--- src/rtl/core/assert_macros.svh ---
// assertion macros shared by the rtl modules
`ifndef ASSERT_MACROS_SVH
`define ASSERT_MACROS_SVH

// property must hold at every rising clock edge outside reset
`define ASSERT_CLK(label, clk, rst_n, prop, msg) \
	label: assert property (@(posedge clk) disable iff (!rst_n) (prop)) else $error(msg);

// expression must never be true outside reset
`define ASSERT_NEVER(label, clk, rst_n, expr, msg) \
	label: assert property (@(posedge clk) disable iff (!rst_n) !(expr)) else $error(msg);

`endif

--- src/rtl/core/wcm_pkg.sv ---
// types and constants of the wavetable channel mixer
package wcm_pkg;

	localparam int CHANNELS    = 4;
	localparam int CH_W        = 2;
	localparam int TABLE_LEN   = 32;
	localparam int IDX_W       = 5;
	localparam int NUM_WAVES   = 8;
	localparam int WSEL_W      = 3;
	localparam int MEM_DEPTH   = NUM_WAVES * TABLE_LEN;
	localparam int MEM_AW      = WSEL_W + IDX_W;
	localparam int FRAC_W      = 8;
	localparam int STEP_W      = 20;
	localparam int VOL_IN_W    = 8;
	localparam int VOL_W       = 4;
	localparam int VOLUME_MAX  = 15;
	localparam int SAMPLE_W    = 12;
	localparam int PROD_W      = SAMPLE_W + VOL_W;
	localparam int SUM_W       = PROD_W + CH_W;
	localparam int HALF_W      = SUM_W - 1;
	localparam int OUTPUT_MAX  = 4095;
	localparam int LEVEL_W     = 14;
	localparam int RECIP_SHIFT = 18;
	localparam int RECIP       = (2 ** RECIP_SHIFT) / VOLUME_MAX;
	localparam int RECIP_PW    = 32;

	localparam logic [2:0] OP_TICK  = 3'd0;
	localparam logic [2:0] OP_SET   = 3'd1;
	localparam logic [2:0] OP_STOP  = 3'd2;
	localparam logic [2:0] OP_WRITE = 3'd3;
	localparam logic [2:0] OP_MUTE  = 3'd4;

	typedef struct packed {
		logic [2:0]          opcode;
		logic [CH_W-1:0]     channel;
		logic [STEP_W-1:0]   phase_step;
		logic [VOL_IN_W-1:0] volume;
		logic [WSEL_W-1:0]   wave_select;
		logic [IDX_W-1:0]    table_address;
		logic [SAMPLE_W-1:0] sample_value;
		logic                mute_value;
	} item_t;

	typedef struct packed {
		logic [SAMPLE_W-1:0] dac_sample;
		logic                muted;
	} result_t;

	// controller to datapath
	typedef struct packed {
		logic              accept;
		logic              acc_clr;
		logic              clr_wr;
		logic [MEM_AW-1:0] clr_addr;
		logic              issue;
		logic [CH_W-1:0]   chan;
		logic              div1;
		logic              div2;
		logic              load_out;
		logic              out_muted;
	} ctrl_cmd_t;

	// datapath to controller
	typedef struct packed {
		logic mute;
		logic out_free;
	} dp_sts_t;

endpackage

--- src/rtl/core/wavetable_channel_mixer.sv ---
// top level of the wavetable channel mixer
// four-channel wavetable synthesizer with fractional phase accumulators
// item channel: item_valid / item_stall / item; one word per operation
//   (tick, set channel, stop channel, write wave sample, set mute)
// result channel: result_valid / result_stall / result; one word per tick only
// set, stop, write and mute words complete in the cycle they are accepted
// a tick walks the channels one per cycle through the single wave memory
//   read port in MIX, then passes through DRAIN, the scale steps DIV1 and DIV2,
//   and FIN, which loads the result into the output register once the result
//   side is free; the next word is accepted only after FIN
// a muted tick goes straight to FIN and loads its result there once the result side is free, phases untouched
// after reset the wave memory is swept to zero with item_stall high
// channel state and mute flag clear at reset, nothing is lost mid-operation
// a stalled result holds in the output register; new items are still taken
//   while it waits, and the next tick parks before loading until it is taken
module wavetable_channel_mixer
	import wcm_pkg::*;
(
	input  logic    clk,
	input  logic    arst_n,
	input  logic    item_valid,
	output logic    item_stall,
	input  item_t   item,
	output logic    result_valid,
	input  logic    result_stall,
	output result_t result
);

	// command and status between sequencer and datapath
	ctrl_cmd_t cmd;
	dp_sts_t   sts;

	// sequencer: clear sweep, channel walk, scale steps, output handoff
	wcm_ctrl u_ctrl (
		.clk        (clk),
		.arst_n     (arst_n),
		.item_valid (item_valid),
		.opcode     (item.opcode),
		.item_stall (item_stall),
		.sts        (sts),
		.cmd        (cmd)
	);

	// datapath: channel registers, wave memory, mac, divider, output register
	wcm_dpath u_dpath (
		.clk          (clk),
		.arst_n       (arst_n),
		.item         (item),
		.cmd          (cmd),
		.sts          (sts),
		.result_valid (result_valid),
		.result_stall (result_stall),
		.result       (result)
	);

endmodule

--- src/rtl/core/wcm_ctrl.sv ---
// controller state machine of the wavetable channel mixer
`include "assert_macros.svh"

module wcm_ctrl
	import wcm_pkg::*;
(
	input  logic      clk,
	input  logic      arst_n,
	input  logic      item_valid,
	input  logic [2:0] opcode,
	output logic      item_stall,
	input  dp_sts_t   sts,
	output ctrl_cmd_t cmd
);

	localparam logic [2:0] ST_CLR   = 3'd0;
	localparam logic [2:0] ST_IDLE  = 3'd1;
	localparam logic [2:0] ST_MIX   = 3'd2;
	localparam logic [2:0] ST_DRAIN = 3'd3;
	localparam logic [2:0] ST_DIV1  = 3'd4;
	localparam logic [2:0] ST_DIV2  = 3'd5;
	localparam logic [2:0] ST_FIN   = 3'd6;

	logic [2:0]        state_q, state_d;
	logic [MEM_AW-1:0] clr_addr_q;
	logic [CH_W-1:0]   chan_q;
	logic              muted_q;
	logic              accept;
	logic              tick;

	assign item_stall = (state_q != ST_IDLE);
	assign accept     = item_valid && !item_stall;
	assign tick       = accept && (opcode == OP_TICK);

	always_comb begin
		state_d = state_q;
		unique case (state_q)
			ST_CLR: begin
				if (clr_addr_q == MEM_AW'(MEM_DEPTH - 1))
					state_d = ST_IDLE;
			end
			ST_IDLE: begin
				if (tick)
					state_d = sts.mute ? ST_FIN : ST_MIX;
			end
			ST_MIX: begin
				if (chan_q == CH_W'(CHANNELS - 1))
					state_d = ST_DRAIN;
			end
			ST_DRAIN: state_d = ST_DIV1;
			ST_DIV1:  state_d = ST_DIV2;
			ST_DIV2:  state_d = ST_FIN;
			ST_FIN: begin
				if (sts.out_free)
					state_d = ST_IDLE;
			end
			default: state_d = ST_IDLE;
		endcase
	end

	always_ff @(posedge clk or negedge arst_n) begin
		if (!arst_n) begin
			state_q    <= ST_CLR;
			clr_addr_q <= '0;
			chan_q     <= '0;
			muted_q    <= 1'b0;
		end else begin
			state_q <= state_d;
			if (state_q == ST_CLR)
				clr_addr_q <= clr_addr_q + 1'b1;
			if (state_q == ST_MIX)
				chan_q <= chan_q + 1'b1;
			else
				chan_q <= '0;
			if (tick)
				muted_q <= sts.mute;
		end
	end

	always_comb begin
		cmd           = '0;
		cmd.accept    = accept;
		cmd.acc_clr   = tick;
		cmd.clr_wr    = (state_q == ST_CLR);
		cmd.clr_addr  = clr_addr_q;
		cmd.issue     = (state_q == ST_MIX);
		cmd.chan      = chan_q;
		cmd.div1      = (state_q == ST_DIV1);
		cmd.div2      = (state_q == ST_DIV2);
		cmd.load_out  = (state_q == ST_FIN) && sts.out_free;
		cmd.out_muted = muted_q;
	end

	`ASSERT_CLK(a_tick_starts_mix, clk, arst_n,
		tick && !sts.mute |=> state_q == ST_MIX && chan_q == '0,
		"unmuted tick did not start the channel sweep")
	`ASSERT_CLK(a_muted_tick_skips_mix, clk, arst_n,
		tick && sts.mute |=> state_q == ST_FIN && muted_q,
		"muted tick did not go straight to output")
	`ASSERT_NEVER(a_no_accept_while_busy, clk, arst_n,
		accept && (state_q == ST_MIX || state_q == ST_CLR),
		"word accepted while the sweep or clear is running")

endmodule

--- src/rtl/core/wcm_dpath.sv ---
// datapath of the wavetable channel mixer: channel state, wave memory, mix and scale
`include "assert_macros.svh"

module wcm_dpath
	import wcm_pkg::*;
(
	input  logic      clk,
	input  logic      arst_n,
	input  item_t     item,
	input  ctrl_cmd_t cmd,
	output dp_sts_t   sts,
	output logic      result_valid,
	input  logic      result_stall,
	output result_t   result
);

	logic [STEP_W-1:0]   chan_step_q [CHANNELS];
	logic [VOL_W-1:0]    chan_vol_q  [CHANNELS];
	logic [FRAC_W-1:0]   chan_frac_q [CHANNELS];
	logic [IDX_W-1:0]    chan_idx_q  [CHANNELS];
	logic [WSEL_W-1:0]   chan_wave_q [CHANNELS];
	logic                mute_q;

	logic [SAMPLE_W-1:0] wave_mem [MEM_DEPTH];

	logic [SAMPLE_W-1:0] rd_data_s1;
	logic [VOL_W-1:0]    vol_s1;
	logic                mac_s1;
	logic [SUM_W-1:0]    acc_q;
	logic [HALF_W-1:0]   y_s2;
	logic [LEVEL_W-1:0]  q0_s2;
	logic [SAMPLE_W-1:0] level_q;
	logic                out_valid_q;
	result_t             out_q;

	logic                is_set, is_stop, is_write, is_mute;
	logic [VOL_W-1:0]    vol_clamped;
	logic [WSEL_W-1:0]   wave_checked;
	logic [STEP_W:0]     phase_sum;
	logic [IDX_W-1:0]    idx_next;
	logic [FRAC_W-1:0]   frac_next;
	logic [RECIP_PW-1:0] recip_prod;
	logic [HALF_W-1:0]   rem;
	logic [LEVEL_W-1:0]  quot;

	// opcode decode of the accepted word
	always_comb begin
		is_set   = 1'b0;
		is_stop  = 1'b0;
		is_write = 1'b0;
		is_mute  = 1'b0;
		unique case (item.opcode)
			OP_TICK:  ;
			OP_SET:   is_set   = cmd.accept;
			OP_STOP:  is_stop  = cmd.accept;
			OP_WRITE: is_write = cmd.accept;
			OP_MUTE:  is_mute  = cmd.accept;
			default:  ;
		endcase
	end

	assign vol_clamped  = (item.volume > VOL_IN_W'(VOLUME_MAX)) ? VOL_W'(VOLUME_MAX)
	                                                            : item.volume[VOL_W-1:0];
	assign wave_checked = (32'(item.wave_select) < NUM_WAVES) ? item.wave_select : '0;

	// phase advance of the channel being visited
	assign phase_sum = (STEP_W+1)'(chan_frac_q[cmd.chan]) + (STEP_W+1)'(chan_step_q[cmd.chan]);
	assign frac_next = phase_sum[FRAC_W-1:0];
	assign idx_next  = chan_idx_q[cmd.chan] + phase_sum[FRAC_W +: IDX_W];

	always_ff @(posedge clk or negedge arst_n) begin
		if (!arst_n) begin
			for (int c = 0; c < CHANNELS; c++) begin
				chan_step_q[c] <= '0;
				chan_vol_q[c]  <= '0;
				chan_frac_q[c] <= '0;
				chan_idx_q[c]  <= '0;
				chan_wave_q[c] <= '0;
			end
			mute_q <= 1'b0;
		end else begin
			for (int c = 0; c < CHANNELS; c++) begin
				if (is_set && 32'(item.channel) == c) begin
					chan_step_q[c] <= item.phase_step;
					chan_vol_q[c]  <= vol_clamped;
					chan_wave_q[c] <= wave_checked;
				end else if (is_stop && 32'(item.channel) == c) begin
					chan_step_q[c] <= '0;
					chan_vol_q[c]  <= '0;
					chan_frac_q[c] <= '0;
					chan_idx_q[c]  <= '0;
					chan_wave_q[c] <= '0;
				end else if (cmd.issue && 32'(cmd.chan) == c) begin
					chan_frac_q[c] <= frac_next;
					chan_idx_q[c]  <= idx_next;
				end
			end
			if (is_mute)
				mute_q <= item.mute_value;
		end
	end

	// wave memory, cleared by the controller sweep after reset
	always_ff @(posedge clk) begin
		if (cmd.clr_wr)
			wave_mem[cmd.clr_addr] <= '0;
		else if (is_write && 32'(item.wave_select) < NUM_WAVES
		         && 32'(item.table_address) < TABLE_LEN)
			wave_mem[{item.wave_select, item.table_address}] <= item.sample_value;
		rd_data_s1 <= wave_mem[{chan_wave_q[cmd.chan], chan_idx_q[cmd.chan]}];
	end

	// multiply-accumulate one channel per cycle
	always_ff @(posedge clk or negedge arst_n) begin
		if (!arst_n)
			mac_s1 <= 1'b0;
		else
			mac_s1 <= cmd.issue;
	end

	always_ff @(posedge clk) begin
		vol_s1 <= chan_vol_q[cmd.chan];
		if (cmd.acc_clr)
			acc_q <= '0;
		else if (mac_s1)
			acc_q <= acc_q + SUM_W'(PROD_W'(rd_data_s1) * PROD_W'(vol_s1));
	end

	// divide by twice the max volume: halve, then reciprocal estimate and one correction
	assign recip_prod = RECIP_PW'(acc_q[SUM_W-1:1]) * RECIP_PW'(RECIP);
	assign rem        = y_s2 - HALF_W'(HALF_W'(q0_s2) * HALF_W'(VOLUME_MAX));
	assign quot       = q0_s2 + LEVEL_W'(rem >= HALF_W'(VOLUME_MAX));

	always_ff @(posedge clk) begin
		if (cmd.div1) begin
			y_s2  <= acc_q[SUM_W-1:1];
			q0_s2 <= recip_prod[RECIP_SHIFT +: LEVEL_W];
		end
		if (cmd.div2)
			level_q <= (quot > LEVEL_W'(OUTPUT_MAX)) ? SAMPLE_W'(OUTPUT_MAX) : quot[SAMPLE_W-1:0];
	end

	// output register
	always_ff @(posedge clk or negedge arst_n) begin
		if (!arst_n)
			out_valid_q <= 1'b0;
		else if (cmd.load_out)
			out_valid_q <= 1'b1;
		else if (!result_stall)
			out_valid_q <= 1'b0;
	end

	always_ff @(posedge clk) begin
		if (cmd.load_out) begin
			out_q.dac_sample <= cmd.out_muted ? '0 : level_q;
			out_q.muted      <= cmd.out_muted;
		end
	end

	assign result_valid = out_valid_q;
	assign result       = out_q;
	assign sts.mute     = mute_q;
	assign sts.out_free = !out_valid_q || !result_stall;

	`ASSERT_CLK(a_load_sets_valid, clk, arst_n,
		cmd.load_out |=> out_valid_q,
		"loaded word not presented")
	`ASSERT_NEVER(a_muted_nonzero, clk, arst_n,
		out_valid_q && out_q.muted && out_q.dac_sample != '0,
		"muted word carries a nonzero sample")
	`ASSERT_NEVER(a_load_over_full, clk, arst_n,
		cmd.load_out && out_valid_q && result_stall,
		"output overwritten while stalled")

endmodule
--- config.mk ---
export PLATFORM = sky130hd
export DESIGN_NAME = wavetable_channel_mixer
export DESIGN_NICKNAME = d
export VERILOG_FILES = /design/src/rtl/core/wcm_pkg.sv /design/src/rtl/core/wavetable_channel_mixer.sv /design/src/rtl/core/wcm_ctrl.sv /design/src/rtl/core/wcm_dpath.sv
export VERILOG_INCLUDE_DIRS = /design/src /design/src/rtl/core
export SDC_FILE = /design/constraint.sdc
export NUM_CORES = 2
export LEC_CHECK = 0
export BUFFER_PORTS_ARGS = -buffer_cell sky130_fd_sc_hd__buf_2
export CAP_MARGIN = 5
export CORE_MARGIN = 4
export CORE_UTILIZATION = 48
export CTS_CLUSTER_SIZE = 20
export DETAILED_ROUTE_END_ITERATION = 6
export GPL_ROUTABILITY_DRIVEN = 0
export SYNTH_ARGS = -nofsm -noshare
export SYNTH_HDL_FRONTEND = slang
export SYNTH_SLANG_ARGS = --single-unit
--- constraint.sdc ---
create_clock -name clk -period 18.25 [get_ports clk]
set_clock_uncertainty 0.05 [all_clocks]
set_input_delay 0.9125 -clock clk [delete_from_list [all_inputs] [get_ports clk]]
set_output_delay 0.9125 -clock clk [all_outputs]
set_load 0.05 [all_outputs]
==> impl_metrics.tcl <==
set metrics [dict create \
    clock_path_buffers 4 \
    design_area_mm2 0.152 \
    synth-edff-count 3128 \
    layout-drive-gt1-share 0.0879 \
    routedWlPerCell_um 25.9 \
    post_cts_resized 0 \
    portBuffers 65 \
    die_area_mm2 0.294 \
    avgSynthCellArea_um2 13.4 \
    viasPerCell 5.91 \
    cp_slowest_stage_delay_ns 0.97 \
    arrival_ns 8.54 \
    synth_cell_types 71 \
    postSynth.asyncResetShare 0.0450 \
    critPathMostFrequentCell "buf_4" \
    finalSetupViolCount 0 \
    finalSetupTns_ns 0 \
    clk_pin_slew_worst_paths_ns 0.06 \
    r2r_end "u_dpath.rd_data_s1[8]" \
    grt_remaining_overflow 0 \
    powerDensity_mw_per_mm2 152 \
    clkLatencyLatePin_ns 0.90 \
    placed_area_mm2 0.141 \
    critPathMaxFanout 140 \
    ys_seq_elements 3311 \
    hold_depth 2 \
    vdd_drop_max_uv 267 \
    path_cells "buf_4 > mux2i_1 > mux2_8 > inv_8 > buf_12 > buf_4 > buf_4 > buf_4 > mux2i_1 > a32oi_1 > nand4_1 > nand4_1 > o21ai_0 > nand4_1" \
    grt_usage 0.246 \
    fp-row-count 195 \
    antenna_found_initial 9 \
    cts_made_buffers 346 \
    drtIter0Drc 9302 \
    slew-limit-headroom 0.0821 \
    dp_hpwl_mm 215 \
    status "complete, no violations" \
    grt_max_degree 216 \
    postCtsHoldBufs 1 \
    cts.sinks 3311 \
    cp-start-kind "flop" \
    slowest_stage "o21ai_0" \
    final_hold_viol_count 0 \
    crit_required_ns 18.92 \
    synth_cells 10200 \
    end_kind "flop" \
    fmax_ghz 0.127 \
    cts_root_buf "clkbuf_16" \
    whs_ns 0.209 \
    slew_viol_final 0 \
    synth_seq_area_share 0.718 \
    critical_path_class "flop to flop" \
    synthesis.area_mm2 0.137 \
    cts_setup_buffers 0 \
    grt_pass1_vias 80700 \
    drt_drc_violations_left 0 \
    io_pins 73 \
    syn-num-nets 10500 \
    tritoncts "yes" \
    num_vias 84200 \
    ys.flop_type "edfxtp_1" \
    dr.pass1.iters 6 \
    rsz0062_at_grt "false" \
    coreArea_mm2 0.283 \
    maxCapViolCount 0 \
    antenna_left 0 \
    dp_cells 13600 \
    die_width_um 542 \
    yosys_warnings 0 \
    initial_utilization 0.484 \
    grt_first_pass_wirelength_mm 541 \
    worstMarginPinSlew_ns 1.37 \
    crit_start "u_ctrl.chan_q[0]" \
    fin_nets 10500 \
    reg2regPathDepth 14 \
    die_h_um 542 \
    cp-endpoint "u_dpath.rd_data_s1[8]" \
    wirelength_mm 369 \
    synthToLayoutAreaGrowth_pct 11.3 \
    post-route-period-util 0.431 \
    hold_class "primary input to flop" \
    cts_max_level 5 \
    worstReg2RegStart "u_ctrl.chan_q[0]" \
    instances_no_fill 14300 \
    min_period_ns 7.87 \
    num-fill-cells 23000 \
    power_leakage_nw 53.1 \
    reg2reg_setup_slack_ns 10.38 \
]
cell type report:
cell class | instances | area [um^2] | area share
sequential | 3311 | 98300 | 0.645
multi-input combinational | 6048 | 35200 | 0.231
clock buffer | 461 | 9270 | 0.0608
tap | 3743 | 4680 | 0.0307
timing repair buffer | 337 | 2590 | 0.0170
clock inverter | 159 | 1630 | 0.0107
inverter | 191 | 732 | 0.00480
antenna | 5 | 12.5 | 0.0000821
cells by family after synthesis:
logic type,share of synthesized area
compound gates,0.0679
buf+inv,0.0262
simple gates,0.136
flops,0.718
fa+ha+maj,0.0268
mux,0.0202
xor+xnor,0.00422
worst min-delay path by stage:
stage | slack, ns | end | start
after detailed placement | 0.42 | u_dpath.chan_vol_q[1] | u_dpath.chan_vol_q[1]
after floorplan | 0.39 | u_dpath.chan_vol_q[4] | u_dpath.chan_vol_q[4]
after global placement | 0.41 | u_dpath.chan_vol_q[10] | u_dpath.chan_vol_q[10]
after CTS | 0.15 | u_dpath.mute_q | item[0]
final | 0.21 | u_dpath.mute_q | item[0]
after global routing | 0.19 | u_dpath.mute_q | item[0]
synthesized netlist by cell type, types with 8 or more instances:
cell type / instances / area share
edfxtp_1: 3128 / 0.69
nand2_1: 2407 / 0.066
nand3_1: 946 / 0.035
clkbuf_1: 348 / 0.0095
nor2_1: 327 / 0.0090
a31oi_1: 311 / 0.014
nor2b_1: 305 / 0.014
a211oi_1: 294 / 0.016
buf_2: 245 / 0.0090
mux2i_1: 194 / 0.014
inv_1: 188 / 0.0052
ha_1: 156 / 0.014
nand4_1: 153 / 0.0070
dfrtp_1: 149 / 0.027
a22o_1: 119 / 0.0076
o2111ai_1: 93 / 0.0059
fa_1: 86 / 0.013
a32oi_1: 65 / 0.0042
o21ai_0: 54 / 0.0020
a21oi_1: 50 / 0.0018
a22oi_1: 49 / 0.0027
xnor2_1: 48 / 0.0031
and2_1: 42 / 0.0019
dfxtp_1: 34 / 0.0050
mux4_2: 32 / 0.0053
a221oi_2: 29 / 0.0032
buf_1: 29 / 0.00079
o31ai_1: 29 / 0.0016
a311oi_1: 24 / 0.0015
a32o_1: 24 / 0.0018
buf_4: 22 / 0.0012
nor3_1: 19 / 0.00069
xor2_1: 18 / 0.0012
a21o_1: 17 / 0.00093
and3_1: 17 / 0.00078
o22ai_1: 16 / 0.00073
nand2b_1: 12 / 0.00055
nand3b_1: 10 / 0.00055
mux2_2: 9 / 0.00074
a221oi_1: 8 / 0.00051
nor2_2: 8 / 0.00037
metrics by stage:
| step | total power, mW | setup WS, ns | util |
|---|---|---|---|
| floorplan | 14.1 | 12.20 | - |
| global placement | 16.2 | 10.75 | 0.500 |
| detailed placement | 16.4 | 10.71 | 0.500 |
| CTS | 23.2 | 10.63 | 0.538 |
| global route | 24.3 | 9.91 | 0.539 |
| finish | 23.2 | 10.38 | 0.539 |
cells in the final DEF, fill, tap and decap left out, types with 93 or more instances in the layout:
master and instances:
a31oi_1 310, nor2b_1 304, a211oi_1 294, dfrtp_1 147
clkbuf_1 105, nor2_1 316, inv_1 188, clkbuf_16 354
ha_1 156, nand2_1 2396, mux2i_1 194, edfxtp_1 3128
o2111ai_1 93, buf_4 248, a22o_1 119, nand3_1 946
nand4_1 153
layer usage:
metal | part of all wire | vias to the layer above | track usage
met1 | 0.42 | 42600 | 0.353
li1 | - | 37800 | -
met3 | 0.081 | 551 | 0.0429
met5 | 0 | - | 0
met2 | 0.46 | 3224 | 0.385
met4 | 0.032 | 0 | 0.0741
worst max-delay path, delay by kind of cell (launching register included):
family	cells	cell delay, ns
AND/OR/NAND/NOR	3	0.67
flip-flops	1	0.34
buffers and inverters	6	3.94
multiplexers	3	1.04
AO/OA/AOI/OAI	2	1.08
report_power, final:
part	total, mW	internal, mW	switching, mW
clock network	6.85	3.97	2.88
logic	7.58	2.48	5.10
registers	8.73	8.51	0.225
registers in the layout, indices dropped and copies added (netlist names), 14 cells and up:
register and flops:
u_dpath.acc_q 18, u_dpath.wave_mem 3072, u_dpath.chan_step_q 52, u_dpath.chan_frac_q 32, u_dpath.q0_s2 14, u_dpath.y_s2 17, u_dpath.chan_idx_q 20, u_dpath.chan_vol_q 16
Power figures use the tool's default switching activity.
